===== src/design/iise_ram.sv =====
// Generic single-write, single-read synchronous RAM with registered read data.
module iise_ram #(
    parameter int WIDTH = 8,
    parameter int DEPTH = 64
) (
    input  logic                     i_clk,
    input  logic                     i_we,
    input  logic [$clog2(DEPTH)-1:0] i_waddr,
    input  logic [WIDTH-1:0]         i_wdata,
    input  logic [$clog2(DEPTH)-1:0] i_raddr,
    output logic [WIDTH-1:0]         o_rdata
);

    logic [WIDTH-1:0] r_mem [DEPTH];
    logic [WIDTH-1:0] r_rdata;

    // Write port and registered read port
    always_ff @(posedge i_clk) begin
        if (i_we) begin
            r_mem[i_waddr] <= i_wdata;
        end
        r_rdata <= r_mem[i_raddr];
    end

    assign o_rdata = r_rdata;

endmodule


===== config.mk =====
export PLATFORM = sky130hd
export DESIGN_NAME = iise_ram
export DESIGN_NICKNAME = d
export VERILOG_FILES = /design/src/design/iise_ram.sv
export SDC_FILE = /design/constraint.sdc
export NUM_CORES = 1
export LEC_CHECK = 0
export ABC_AREA = 1
export BUFFER_PORTS_ARGS = -buffer_cell sky130_fd_sc_hd__clkbuf_2
export CORE_MARGIN = 2
export CORE_UTILIZATION = 63
export DETAILED_ROUTE_END_ITERATION = 16
export PLACE_DENSITY_LB_ADDON = 0.25
export SLEW_MARGIN = 15
export SYNTH_ARGS = -nofsm -noshare
export SYNTH_HDL_FRONTEND = slang
export SYNTH_SLANG_ARGS = --single-unit

===== constraint.sdc =====
create_clock -name i_clk -period 2.55 [get_ports i_clk]
set_clock_uncertainty 0.15 [all_clocks]
set_input_delay 0.51 -clock i_clk [delete_from_list [all_inputs] [get_ports i_clk]]
set_output_delay 0.51 -clock i_clk [all_outputs]
set_load 0.02 [all_outputs]

# == Word level (Yosys, flattened, before mapping) ==
# Memory sizes are Yosys's and may differ from the RTL's. A register that Yosys moved wholly into a read port is not among the register bits.
# Cells that the tools add are included.
# W data, S select, Z words.
# word_totals
ramBits,512
reg_bits,0
output_inout_bits,8
in_bits,22
memories,1
# mem_list
name,depth,width,read_ports,rd_clocked_by_memory_dff,write_ports,line_no,rtl
r_mem,64,8,1,1,1,14,logic [WIDTH-1:0] r_mem [DEPTH];
# op_classes
mux,2
# op_table
op,n
$mux W1,2

# == Longest topological paths before layout ==
# Gate-level depths: netlist of the first run.
# logic_depth
depth_word,2
ltp_mapped,12
depth_no_buf,9

# == Worst setup path after synthesis of the first run ==
# No wires, ideal clock.
# synth_timing
path_type,input -> register
startpoint,input port i_we
endpoint,memory r_mem[48][0] (enable)
setup_ns,0.395
setup_slack_ns,0.124
path_stages,3
n_path_buf,1
arrival_ns,1.881
path_cell_list,clkbuf_1 > nand4_1 > nor4_1
# synth_via
elab_chain_len,2
# synth_rtl
element,line_no,rtl
from (decl),7,"input logic i_we,"
$mux W1,19,if (i_we) begin
$mux W1 (implied by the code),20,r_mem[i_waddr] <= i_wdata;
to (decl),14,
# Every way passes these cells.

# == Worst setup path in the final report of the first run ==
# layout_timing
startpoint,"register r_rdata[5], in the netlist o_rdata[5] (read register of r_mem)"
endpoint,output port o_rdata[5]
# layout_rtl
element,line_no,rtl
from (decl),15,logic [WIDTH-1:0] r_rdata;
to (decl),11,output logic [WIDTH-1:0] o_rdata
# No word-level cell between the ends.

==> run metrics, run 1 <==
vias after detailed routing=roughly 14000; Tcrit/Tclk final=a little under three quarters; clock transition at the registers of the reported paths=0.06 ns; DRC errors left=0; synth cell count leaders=nand2_1 (648), edfxtp_1 (512), nand3_1 (439); Max Fclk=between 500 and 600 MHz; share of layout cells above drive strength 1=about 11%; M1 WL=between 15 and 20 mm; placed cell areas=~22000 um2; CTS max path bufs=3; Multi-input gate area=4950 um2; CTS tree=yes; Post-Syn Nets=around 1800; Final Hold Viols=0; pwr dens=about 760 nW/um2; ant diodes=0; Routability Congestion=0.874; Area contributors post-synth=edfxtp_1 (72%), nand2_1 (11%), nand3_1 (10%); Hold WC Path Type=input pin to flop; Finished Cell Area=24000 um2; max-slew violations=0; CP Capture Type=primary output; worst slew pin tran=roughly 0.75 ns; CP Data Arrival Time=1.16 ns; clock latency on the worst-skew pair=between 0.5 and 0.6 ns; Chip Width=between 150 and 200 um; num ports=30; crit-path cells=clkbuf_2; Yosys cell types=16; post-layout minimum cycle time=roughly 1.8 ns; Most used DFF post-synth=edfxtp_1; critical path class=flop to primary output; Warnings, synthesis=0; Synth area leader=edfxtp_1; sum of negative setup slack=0 ns; leakage power total=between 8 and 9 nW; #FFs+latches synth=520; largest net degree at the start of global routing=just under 90; NumNets Final=1908; status=completed; top-count cell post-synth=nand2_1; Slowest Stage Delay on Critical Path=about 0.40 ns; Post-CTS Setup Repair Bufs=0; Die H=about 190 um; Die Footprint=35400 um2; top layer reached by signal wires=met4; RSZ-0062 raised after global routing=no; required time of the critical path=1.89 ns; Total GRT Usage=28.8%; Slew headroom=50.3%; CTS H-tree depth=2; router iterations before antenna repair=5; DRT iter0 DRCs=between 1500 and 2000; CP max FO=1; Synth Area per Inst=around 12 um2; Cell Rows=67; Avg WL per Cell=between 20 and 25 um; crit start category=flop; area grow syn2layout=12.4%; Final Setup Violations=0; peak supply drop=about 0.00076 V; number of synthesized flops with an enable pin=512; Starting Density=between 60% and 70%; core area=about 33000 um2; Post-Route WL=about 50 mm; Worst Path Buf+Inv=1; vias per inst=~6; hpwl dp=28.6 mm; Yosys top cell area share=between 70% and 80%; fill count=between 2000 and 2500; fin util=71.7%; hold slack=roughly 0.22 ns; vias in the first global route=approximately 14000; initial antenna violation count=0; root buf cell=clkbuf_16; clock sink total=520; non-filler instance count after layout=between 2000 and 2500; Crit-path slowest cell=dfxtp_1; Post-Syn Instances=1805; CTS Buf Count=50; sequential standard cell area=approximately 16000 um2; register area share after synthesis=72.8%; cts repair resizes=0; max_cap viols=0; met3 wire len=~4.4 mm; # port buffers=29; antenna-violating nets left=0; largest delay contributor family on the critical path=flip-flops; first-pass GRT wire length=77.4 mm; # hold bufs at CTS=0; GRT overflow=0; Post-Syn Area=21300 um2; FFs w/ async S/R, synth=0%; WL met2=~24 mm; # placed instances=roughly 2300
## through the flow
step / worst slack [ns] / power, mW
after floorplan: 0.124 / 10.3
after global placement: 0.315 / 10.8
after detailed placement: 0.277 / 10.8
after CTS: 0.736 / 18.2
after global routing: 0.671 / 18.6
final: 0.727 / 18.1
## cells by family after synthesis
group | count (synthesis) | share of synthesized area [%]
buffers and inverters | 125 | 4.02
flip-flops | 520 | 72.8
AND/OR/NAND/NOR | 1160 | 23.2
## routing by layer
| metal | vias to the layer above | track usage [%] |
|---|---|---|
| met1 | 6719 | 40.8 |
| li1 | 6507 | - |
| met2 | 788 | 45.2 |
| met4 | 0 | 11.8 |
| met3 | 149 | 4.62 |
| met5 | - | 0 |
## worst paths after layout
path	startpoint	endpoint	slack [ns]	cells after the start
worst min register to register	r_mem[2][4]$_DFFE_PP_	o_rdata[4]$_DFF_P_	0.68	8
worst min-delay path	i_raddr[5]	o_rdata[6]$_DFF_P_	0.22	3
worst max register to register	r_mem[19][0]$_DFFE_PP_	o_rdata[0]$_DFF_P_	1.09	8
worst max-delay path	o_rdata[5]$_DFF_P_	o_rdata[5]	0.73	1
## worst register-to-register path, stage by stage (launching register included)
cell and delay (ns):
edfxtp_1 0.36, nand2_1 0.07, nand3_1 0.09, nand3_1 0.12, nand2_1 0.12, nand2_1 0.10, nand3_1 0.12, nand3_1 0.15
nand2_1 0.07
## layout by cell type, fill, tap and decap left out
master and n:
dfxtp_1 8, nand2_1 648, clkbuf_16 53, clkinv_1 11
clkbuf_8 6, bufinv_16 5, nand4_1 9, clkinv_4 1
inv_6 1, nor2_1 56, inv_4 1, nor4_1 8
buf_12 18, buf_4 96, buf_6 1, clkinv_2 7
clkbuf_2 27, inv_2 1, inv_1 9, edfxtp_1 512
clkbuf_1 8, nand3_1 439
## power breakdown
group / switching, mW / internal, mW
clock network: 3.05 / 4.44
registers: 0.0294 / 9.46
logic: 0.829 / 0.314
## cell type report
class | instances | area share (%)
flip-flops and latches | 520 | 64.7
multi-input cells | 1160 | 20.6
clock buffers | 67 | 6.00
repair buffers | 142 | 5.12
well taps | 448 | 2.34
clock inverters | 24 | 0.980
inverters | 12 | 0.219
## sequential cells by signal, summed over array words and instances, names as in the netlist
register  cells
o_rdata       8
r_mem       512
(Power assumes the default switching activity.)
==> run 2: changes to the inputs <==
==> constraint.sdc (replaced) <==
create_clock -name i_clk -period 1.7 [get_ports i_clk]
set_clock_uncertainty 0.15 [all_clocks]
set_input_delay 0.34 -clock i_clk [delete_from_list [all_inputs] [get_ports i_clk]]
set_output_delay 0.34 -clock i_clk [all_outputs]
set_load 0.02 [all_outputs]
==> run 2 against run 1 <==
  * Non-clock buffer count grew 31
  * Final cell count rose by 1.3%
  * Critical path depth is the same
  * Sequential power grew 50%
  * Critical endpoint unchanged
  * Largest cell class unchanged
==> run metrics, run 2 (synthesis gave the netlist of run 1 again) <==
critical path class=flop to primary output; Clk pwr share=40.7% (-0.6 points); largest net degree at the start of global routing=70 (-20%); Crit-path slowest cell=dfxtp_1; CTS H-tree depth=2 (unchanged); Die H=188 um (unchanged); initial antenna violation count=1 (+1); Slew headroom=54.0% (+3.7 points); worst r2r src=r_mem[15][5]$_DFFE_PP_; post-layout minimum cycle time=~1.7 ns; Biggest register=r_mem; Sw Ratio=21.8% (+0.22 points); vias per inst=6.07 (+1.7%); router iterations before antenna repair=8 (+3); most frequent cells in the layout=nand2_1 (648), edfxtp_1 (512), nand3_1 (439); Switch Pwr=5.95 mW (+52%); CP max FO=1 (unchanged); Slowest Stage Delay on Critical Path=0.40 ns (about the same); max_cap viols=0 (unchanged); Routability Congestion=0.875 (+0.11%); Max Fclk=604 MHz; CP Capture Type=primary output; clock latency on the worst-skew pair=0.56 ns (about the same); terminus of the critical flop-to-flop path=o_rdata[5]$_DFF_P_; clock transition at the registers of the reported paths=0.06 ns (about the same); CTS tree=yes; hpwl dp=31.5 mm (+10%); vias in the first global route=14181 (+3.9%); Cell Rows=67 (unchanged); largest delay contributor family on the critical path=flip-flops; flop-to-flop setup slack=0.25 ns (-0.84 ns); Final Setup Violations=0 (unchanged); crit-path cells=clkbuf_2; worst slew pin tran=0.689 ns (-0.0559 ns); Hold WC Path Type=input pin to flop; hold slack=0.129 ns (-0.0939 ns); Finished Cell Area=25000 um2 (+4.1%); pwr dens=1090 nW/um2 (+45%); DRT iter0 DRCs=2105 (+32%); Starting Density=63.8% (unchanged); met2 global-route usage=48.3% (+3.0 points); Final Hold Viols=0 (unchanged); Largest register FFs=512 (unchanged); Worst Path Buf+Inv=1 (unchanged); P_int=21.4 mW (+50%); crit start category=flop; CTS Buf Count=51 (+2.0%); worst hold start=i_wdata[1]; Post-Route WL=52.2 mm (+4.1%); Total GRT Usage=30.0% (+1.2 points); placed cell areas=23300 um2 (+4.5%); status=completed; grt met1 use=41.5% (+0.75 points); peak supply drop=0.000883 V (+17%); antenna-violating nets left=0 (unchanged); GR peak layer=met2; vias after detailed routing=14579 (+2.9%); core area=33400 um2 (unchanged); CTS max path bufs=3 (unchanged); Hold Path Depth=2 (-1); Tcrit/Tclk final=between 90% and 100%; CP Data Arrival Time=1.17 ns (about the same); clock sink total=520 (unchanged); GR Util met3=6.27% (+1.6 points); most common cell after layout, fill and taps aside=nand2_1; end of the worst hold path=r_mem[52][1]$_DFFE_PP_; GRT overflow=0 (unchanged); share of layout cells above drive strength 1=15.3% (+4.0 points); leakage power total=9.12 nW (+3.0%); NumNets Final=1940 (+1.7%); first-pass GRT wire length=80.4 mm (+3.9%); Comb pwr share=7.1% (+0.8 points); Die Footprint=35400 um2 (unchanged); non-filler instance count after layout=2403 (+1.3%); # placed instances=2312 (+1.3%); num ports=30 (unchanged); Chip Width=188 um (unchanged); Avg WL per Cell=21.7 um (+2.8%); share of power burned in registers=52.1% (-0.3 points); DRC errors left=0 (unchanged); area grow syn2layout=17.1%; required time of the critical path=1.21 ns (-0.68 ns); root buf cell=clkbuf_16; R2R cell count=8 (unchanged); # port buffers=29 (unchanged); RSZ-0062 raised after global routing=no; max-slew violations=0 (unchanged)
## run 2: layout make-up
cell class	count	area, um2
clock buffers	63	1360
multi-input cells	1160	5220
fillers	2059	8470
flip-flops and latches	520	15500
well taps	448	561
repair buffers	173	1950
diodes	1	2.50
inverters	12	71.3
clock inverters	26	273
## run 2: repair_timing
action,in CTS,in global routing
gates resized for setup,0,1
hold buffers,1,0
endpoints found under the setup margin,0,6
buffers inserted,0,0
endpoints found under the hold margin,5,0
## run 2: worst max-delay path by stage
| stage | from | endpoint | cells past startpoint |
|---|---|---|---|
| after floorplan | i_we | r_mem[48][0]$_DFFE_PP_ | 3 |
| after global placement | i_waddr[2] | r_mem[8][5]$_DFFE_PP_ | 5 |
| after detailed placement | i_waddr[2] | r_mem[8][5]$_DFFE_PP_ | 5 |
| after CTS | o_rdata[5]$_DFF_P_ | o_rdata[5] | 1 |
| after global routing | o_rdata[5]$_DFF_P_ | o_rdata[5] | 1 |
| final | o_rdata[5]$_DFF_P_ | o_rdata[5] | 1 |
## run 2: routing by layer
layer	wire [um]	part of all wire [%]
met1	20300	39
met2	24700	47
met3	5570	11
met4	1710	3.3
met5	0	0
## run 2: power by group through the flow
stage	Sequential (mW)	Combinational [mW]	Clock [mW]
2_1_floorplan	14.5	1.06	0
3_3_place_gp	14.5	1.86	0
3_5_place_dp	14.5	1.90	0
4_1_cts	14.2	1.92	11.2
5_1_grt	14.2	2.09	11.7
6_report	14.2	1.94	11.1
## run 2: through the flow
step	TNS [ns]	setup slack [ns]	utilization (%)	power, mW
2_1_floorplan	-89.66	-0.343	-	15.6
3_3_place_gp	-39.76	-0.395	69.7	16.4
3_5_place_dp	-53.84	-0.451	69.7	16.4
4_1_cts	0	0.0452	74.7	27.3
5_1_grt	0	0.0285	74.7	28.0
6_report	0	0.0439	74.7	27.3
