## config.mk

```make
export PLATFORM = sky130hd
export DESIGN_NAME = iise_head_mac
export DESIGN_NICKNAME = d
export VERILOG_FILES = /design/src/design/iise_pkg.sv /design/src/design/iise_head_mac.sv
export SDC_FILE = /design/constraint.sdc
export NUM_CORES = 1
export LEC_CHECK = 0
export CAP_MARGIN = 20
export CORE_MARGIN = 3
export CORE_UTILIZATION = 29
export DETAILED_ROUTE_END_ITERATION = 12
export DONT_BUFFER_PORTS = 1
export PLACE_DENSITY = 0.41
export SETUP_SLACK_MARGIN = 0.5
export SLEW_MARGIN = 20
export SYNTH_ARGS = -nofsm -noshare
export SYNTH_HDL_FRONTEND = slang
export SYNTH_SLANG_ARGS = --single-unit
export TNS_END_PERCENT = 20
```

## constraint.sdc

```tcl
create_clock -name vclk -period 21.8
set_clock_uncertainty 0.05 [all_clocks]
set_input_delay 3.27 -clock vclk [all_inputs]
set_output_delay 3.27 -clock vclk [all_outputs]
set_load 0.05 [all_outputs]
```

## src/design/iise_pkg.sv

```systemverilog
// Shared constants, types and helpers for the int8 index score engine.
package iise_pkg;

    // Geometry
    localparam int HEADS    = 64;
    localparam int HEAD_DIM = 128;
    localparam int HEAD_W   = (HEADS > 1) ? $clog2(HEADS) : 1;
    localparam int QA_W     = $clog2(HEADS * HEAD_DIM);

    // Word field widths
    localparam int OP_W    = 2;
    localparam int HFLD_W  = 6;
    localparam int DIM_W   = 7;
    localparam int BYTE_W  = 8;
    localparam int COEF_W  = 32;
    localparam int SCORE_W = 64;

    // Head accumulator range
    localparam int ACC_W   = 22;
    localparam int MAC_W   = ACC_W + 1;
    localparam logic signed [MAC_W-1:0] ACC_MAX = MAC_W'((1 << (ACC_W - 1)) - 1);
    localparam logic signed [MAC_W-1:0] ACC_MIN = -MAC_W'(1 << (ACC_W - 1));

    // Score datapath widths
    localparam int D_W    = COEF_W + ACC_W;          // scale * acc
    localparam int DLO_W  = 27;                      // low slice of positive d
    localparam int DHI_W  = D_W - 1 - DLO_W;         // high slice of positive d
    localparam int PLO_W  = DLO_W + 1 + COEF_W;
    localparam int PHI_W  = DHI_W + 1 + COEF_W;
    localparam int P_W    = PHI_W + DLO_W + 1;
    localparam int SUM_W  = P_W + HEAD_W;

    // Word opcodes
    typedef enum logic [OP_W-1:0] {
        OP_QUERY  = 2'd0,
        OP_SCALE  = 2'd1,
        OP_WEIGHT = 2'd2,
        OP_KEY    = 2'd3
    } t_op;

    // Sequencer states
    typedef enum logic [1:0] {
        ST_IDLE,
        ST_ISSUE,
        ST_DRAIN,
        ST_EMIT
    } t_state;

    // One head's contribution entering the score pipe
    typedef struct packed {
        logic                     vld;
        logic signed [ACC_W-1:0]  acc;
        logic signed [COEF_W-1:0] scale;
        logic signed [COEF_W-1:0] weight;
    } t_score_in;

    // Score pipe status
    typedef struct packed {
        logic busy;
    } t_score_stat;

    // Clamp the wide row sum to the signed 64-bit score range
    function automatic logic signed [SCORE_W-1:0] sat_score(
        input logic signed [SUM_W-1:0] sum
    );
        logic [SUM_W-SCORE_W:0] top;
        top = sum[SUM_W-1:SCORE_W-1];
        if ((top == '0) || (top == '1)) begin
            return sum[SCORE_W-1:0];
        end else if (sum[SUM_W-1]) begin
            return {1'b1, {(SCORE_W-1){1'b0}}};
        end else begin
            return {1'b0, {(SCORE_W-1){1'b1}}};
        end
    endfunction

endpackage

```

## src/design/iise_head_mac.sv

```systemverilog
// Per-head multiply-accumulate with saturation to the accumulator range.
module iise_head_mac (
    input  logic signed [iise_pkg::BYTE_W-1:0] i_query,
    input  logic signed [iise_pkg::BYTE_W-1:0] i_key,
    input  logic signed [iise_pkg::ACC_W-1:0]  i_acc,
    input  logic                               i_acc_vld,
    output logic signed [iise_pkg::ACC_W-1:0]  o_acc
);
    import iise_pkg::*;

    logic signed [2*BYTE_W-1:0] w_prod;
    logic signed [MAC_W-1:0]    w_base;
    logic signed [MAC_W-1:0]    w_sum;

    // Entry not written since the last row end reads as zero
    assign w_prod = (2*BYTE_W)'(i_query) * (2*BYTE_W)'(i_key);
    assign w_base = i_acc_vld ? MAC_W'(i_acc) : '0;
    assign w_sum  = w_base + MAC_W'(w_prod);

    // Clamp to signed accumulator range
    always_comb begin
        if (w_sum > ACC_MAX) begin
            o_acc = ACC_MAX[ACC_W-1:0];
        end else if (w_sum < ACC_MIN) begin
            o_acc = ACC_MIN[ACC_W-1:0];
        end else begin
            o_acc = w_sum[ACC_W-1:0];
        end
    end

endmodule

```

# ---- After elaboration in Yosys (flattened, before gate mapping)
# Cells that the tools add are included.
dict set report word_totals {
  register_bits 0
  out_inout_bits 22
}
dict set report op_classes {
  add_sub_neg 1
  mul 1
  magnitude_cmp 2
  n_mux 3
}
# op count
set ops {}
lappend ops {{$mux W22} 2}
lappend ops {{$add A23 B16 Y23} 1}
lappend ops {{$gt A23 B22 Y1 const B} 1}
lappend ops {{$lt A23 B22 Y1 const B} 1}
lappend ops {{$mux W23} 1}
lappend ops {{$mul A8 B8 Y16} 1}

# ---- Longest topological paths before layout
# Gate-level depths: netlist of the first run.
dict set report depth {
  ltp_word 5
  ltp_mapped 20
  ltp_nobuf 18
}

# ---- Worst setup path after synthesis of the first run
# OpenSTA, ideal clock, no wires.
dict set report synth_timing {
  kind {input to output}
  from {input port i_key[1] (netlist name)}
  to {output port o_acc[11] (netlist name)}
  arrival_time_ps 8867
  required_ps 18480
  setup_slack_ps 9613
  cell_stages 16
  n_path_buf 2
  cell_sequence {clkbuf_1 > and2_1 > fa_1 > fa_1 > fa_1 > fa_1 > ha_1 > ha_1 > a21o_1 > o21ba_1 > nor2_1 > a211o_1 > or3_4 > and3_1 > buf_6 > o21ai_1}
}
dict set report synth_via {
  elab_chain_cells 5
  word_cells_on_any_way 6
}
# item line_no
set synth_lines {}
lappend synth_lines {{start: declaration} iise_head_mac.sv:4} ;# input logic signed [iise_pkg::BYTE_W-1:0] i_key,
lappend synth_lines {{$mul A8 B8 Y16 (*)} iise_head_mac.sv:16} ;# assign w_prod = (2*BYTE_W)'(i_query) * (2*BYTE_W)'(i_key);
lappend synth_lines {{$add A23 B16 Y23 (*)} iise_head_mac.sv:18} ;# assign w_sum = w_base + MAC_W'(w_prod);
lappend synth_lines {{$lt A23 B22 Y1} iise_head_mac.sv:24} ;# end else if (w_sum < ACC_MIN) begin
lappend synth_lines {{$mux W22} iise_head_mac.sv:24}
lappend synth_lines {{$mux W22 (*)} iise_head_mac.sv:22} ;# if (w_sum > ACC_MAX) begin
lappend synth_lines {{end: declaration} iise_head_mac.sv:7} ;# output logic signed [iise_pkg::ACC_W-1:0] o_acc
# Mark *: on every way between the ends. The rest lies on a longest branch, timed or not.

# ---- Worst setup path in the final report of the first run
dict set report layout_timing {
  from {input port i_key[1] (netlist name)}
  to {output port o_acc[20] (netlist name)}
}
# The elaborated chain is that of the path after synthesis.

==> flow_summary.toml, run 1 <==
[setup_path]
crit_type = "primary input to output pin"
cp.required_ps = 18480
max_stage_delay_ps = 900
cpLargestDelayFamily = "adder cells"
path_buf_inv = 0
arrival_ps = 9270
crit_path_max_fanout = 20
endpoint_kind = "output pin"
crit_chain = "and2_1 > fa_1 > fa_1 > fa_1 > fa_1 > ha_1 > ha_1 > a21o_1 > o21ba_1 > nor2_1 > a211o_1 > or3_4 > and3_1 > o21ai_1"
critPathLaunchType = "primary input"
crit_slowest_cell = "o21ai_1"
timing.critical_path.mode_cell = "fa_1"

[layout]
mostFrequentLayoutCells = "fa_1, inv_1, ha_1"
num-nets-final = 650
n_sequential_cell = 0
fill_cells = 1563
area_growth_pct = 3.30
final_common_cell = "fa_1"
diodes = 0
regArea_sq_um = 0
num-clock-buffers = 0
drive_gt1_share_pct = 5.03

[detailed_routing]
routed_wl_microns = 9850
vias_per_cell = 4.67
vias = 2991
drt_pre_antenna_iters = 4
ant_nets = 0
avgRoutedWirePerCell_microns = 15.4
drc_errors = 0
drtIter0Drc = 74

[synthesis]
seq_area_frac_synth_pct = 0
ys_warn_count = 0
syn_area_sq_mm = 0.00439
avgSynthCellArea_sq_um = 9.35
syn_nets = 661
synth_cells = 470
ys_types = 37

[flow_run]
max-cap-violations = 0

[sta]
layout_setup_ws_ps = 9210
setup_viol = 0
drv_slew = 0
grt_setup_unrepaired = "no"
worst_pin_slew_ps = 1000
hold_viol_final = 0
fin_setup_tns_ps = 0
fin_crit_sh_pct = 57.8
clock.fmax_ghz = 0.0794
max_slew_margin_pct = 33.2
fin_crit_ps = 12590

[grt]
track_usage_pct = 12.0
grt_first_pass_wirelength_microns = 16500
grt_pass1_vias = 3297
grt_overflow = 0
antenna_found_initial = 0
grt_max_degree = 23

[floorplanning]
io-pin-count = 61
start_util_pct = 29.9
dieArea_sq_mm = 0.0167
die_w_microns = 129
core_sq_mm = 0.0147
die_h_microns = 129
rows = 44

[worst_hold_path]
worst_hold_path_type = "primary input to output pin"

[outcome]
status = "finished, final reports clean"

[placement]
numPortBuffers = 0
pre_cts_ws_ps = 8840
place.gp.congestion = 0.794
dp_hpwl_microns = 8950

[clock_network]
cts_resized = 0
cts_hold_buf = 0
cts_setup_buffers = 0
-- final timing paths --
path              cells past startpoint  slack [ps]        end     start
hold / removal                        4        7080   o_acc[0]  i_acc[0]
setup / recovery                     14        9210  o_acc[20]  i_key[1]
-- layout make-up --
class / count / area [sq um] / area share [%]
Multi-Input combinational cell: 361 / 3950 / 87.0
Tap cell: 184 / 230 / 5.07
Inverter: 96 / 360 / 7.94
-- per-layer routing --
layer / wire length, microns / GRT usage [%] / up-vias
li1: - / - / 1432
met1: 4210 / 15.6 / 1518
met2: 5450 / 23.7 / 41
met3: 192 / 0.330 / 0
met4: 0 / 0 / 0
met5: 0 / 0 / -
-- tightest hold or removal path, cell delays in order --
cell and delay (ps):
and2_1 120, ha_1 230, inv_1 60, a21oi_2 170
-- cell families after synthesis --
family | synth area share [%]
AO/OA/AOI/OAI | 11.0
XOR/XNOR | 4.39
adder cells (fa/ha/maj) | 60.6
buffers and inverters | 10.2
AND/OR/NAND/NOR | 13.8
-- per-stage QoR --
stage	instance area (sq um)	std cells	hold WS (ps)	utilization (%)
2_1_floorplan	4390	470	7010	-
5_1_grt	4540	641	7140	30.9
3_3_place_gp	4540	641	7100	30.9
3_5_place_dp	4540	641	7090	30.9
6_report	4540	641	7080	30.9
4_1_cts	4540	641	7100	30.9
-- cells in the mapped netlist, types with 2 or more instances --
master	instances	share of area [%]
nand3_1	7	0.80
ha_1	52	15
nand4_1	4	0.57
nand2b_1	2	0.28
o211ai_1	3	0.51
a21oi_1	14	1.6
clkbuf_1	5	0.43
buf_2	3	0.34
nor2_1	13	1.1
a21o_1	6	1.0
o21ai_0	7	0.80
nand2_1	38	3.2
a21oi_2	18	3.6
o21ai_1	4	0.46
xor2_1	8	1.6
xnor2_1	14	2.8
fa_1	100	46
and2_1	49	7.0
a211o_1	2	0.40
buf_6	4	1.0
nor2b_1	2	0.28
a31oi_1	2	0.28
inv_1	95	8.1
o21bai_1	4	0.68
a211oi_1	2	0.34
Power of run 1 is left out: the tool's default activity adds up to more than one toggle a clock period on the data nets, which glitch-free logic cannot reach.
==> inputs of run 2 (changes only) <==
==> constraint.sdc (replaced) <==
create_clock -name vclk -period 13.2
set_clock_uncertainty 0.05 [all_clocks]
set_input_delay 1.98 -clock vclk [all_inputs]
set_output_delay 1.98 -clock vclk [all_outputs]
set_load 0.05 [all_outputs]
==> run 2 against run 1 <==
  * Worst hold slack got worse by 2600 ps
  * Utilization did not move
  * Cell area unchanged
  * Setup slack got worse by 6000 ps
  * Count of clock-buffer cells in the layout unchanged
  * Critical path depth is the same
  * Cell count did not move
  * Via count shrank 0.30%
  * Critical path type unchanged
  * Largest cell class unchanged
==> flow_summary.toml, run 2 (same netlist as run 1, synthesis figures left out) <==
[outcome]
status = "finished, final reports clean"

[detailed_routing]
vias = 2982
ant_nets = 0
drt_pre_antenna_iters = 4
vias_per_cell = 4.65
routed_wl_microns = 9800
drc_errors = 0
avgRoutedWirePerCell_microns = 15.3
drtIter0Drc = 100

[grt]
grt_pass1_vias = 3236
grt_max_degree = 23
track_usage_pct = 11.9
grt_overflow = 0
grt_first_pass_wirelength_microns = 16300
antenna_found_initial = 0

[floorplanning]
core_sq_mm = 0.0147
die_w_microns = 129
rows = 44
start_util_pct = 29.9
die_h_microns = 129
io-pin-count = 61
dieArea_sq_mm = 0.0167

[layout]
final_cells = 641
final_util_pct = 30.9
num-nets-final = 650
mostFrequentLayoutCells = "fa_1, inv_1, ha_1"
final_common_cell = "fa_1"
num-clock-buffers = 0
drive_gt1_share_pct = 5.03
regArea_sq_um = 0
n_sequential_cell = 0
area_growth_pct = 3.30
diodes = 0

[setup_path]
critPathLaunchType = "primary input"
crit_path_max_fanout = 20
endpoint_kind = "output pin"
max_stage_delay_ps = 900
timing.critical_path.mode_cell = "fa_1"
path_buf_inv = 0
cpLargestDelayFamily = "adder cells"
crit_chain = "and2_1 > fa_1 > fa_1 > fa_1 > fa_1 > ha_1 > ha_1 > a21o_1 > o21ba_1 > nor2_1 > a211o_1 > or3_4 > and3_1 > o21ai_1"
crit_slowest_cell = "o21ai_1"
cp.required_ps = 11170
critPathLaunch = "i_key[1]"
crit_type = "primary input to output pin"
arrival_ps = 8000

[clock_network]
cts_setup_buffers = 0
cts_resized = 0
cts_hold_buf = 0

[sta]
fin_crit_ps = 10030
max_slew_margin_pct = 32.4
fin_setup_tns_ps = 0
drv_slew = 0
grt_setup_unrepaired = "no"
hold_viol_final = 0
fin_crit_sh_pct = 76.0
worst_pin_slew_ps = 1010
setup_viol = 0
clock.fmax_ghz = 0.0997

[placement]
dp_hpwl_microns = 8950
place_inst = 641
place.gp.congestion = 0.794
numPortBuffers = 0

[worst_hold_path]
min-delay-start = "i_acc[0]"
worst_hold_path_type = "primary input to output pin"

[flow_run]
max-cap-violations = 0
[run 2: area by class of cell]
type,count,area (sq um)
Fill cell,1577,10200
Multi-Input combinational cell,361,3950
Inverter,96,360
Tap cell,184,230
[run 2: path summary, 6_finish.rpt]
path	endpoint	cells after the start
hold / removal	o_acc[0]	4
setup / recovery	o_acc[20]	14
[run 2: metal layers]
metal | vias to the layer above | track usage (%) | wire, microns | share of wire (%)
met5 | - | 0 | 0 | 0
met4 | 0 | 0 | 0 | 0
met3 | 0 | 0.330 | 210 | 2.1
met2 | 33 | 23.4 | 5410 | 55
met1 | 1515 | 15.5 | 4180 | 43
li1 | 1434 | - | - | -
[run 2: through the flow]
step	setup slack, ps	cell area, sq um	hold WS [ps]
floorplan	3590	4390	4430
global placement	2850	4540	4520
detailed placement	2790	4540	4520
CTS	2760	4540	4520
global route	2780	4540	4540
finish	3170	4540	4510
Power of run 2 is left out for the same reason.
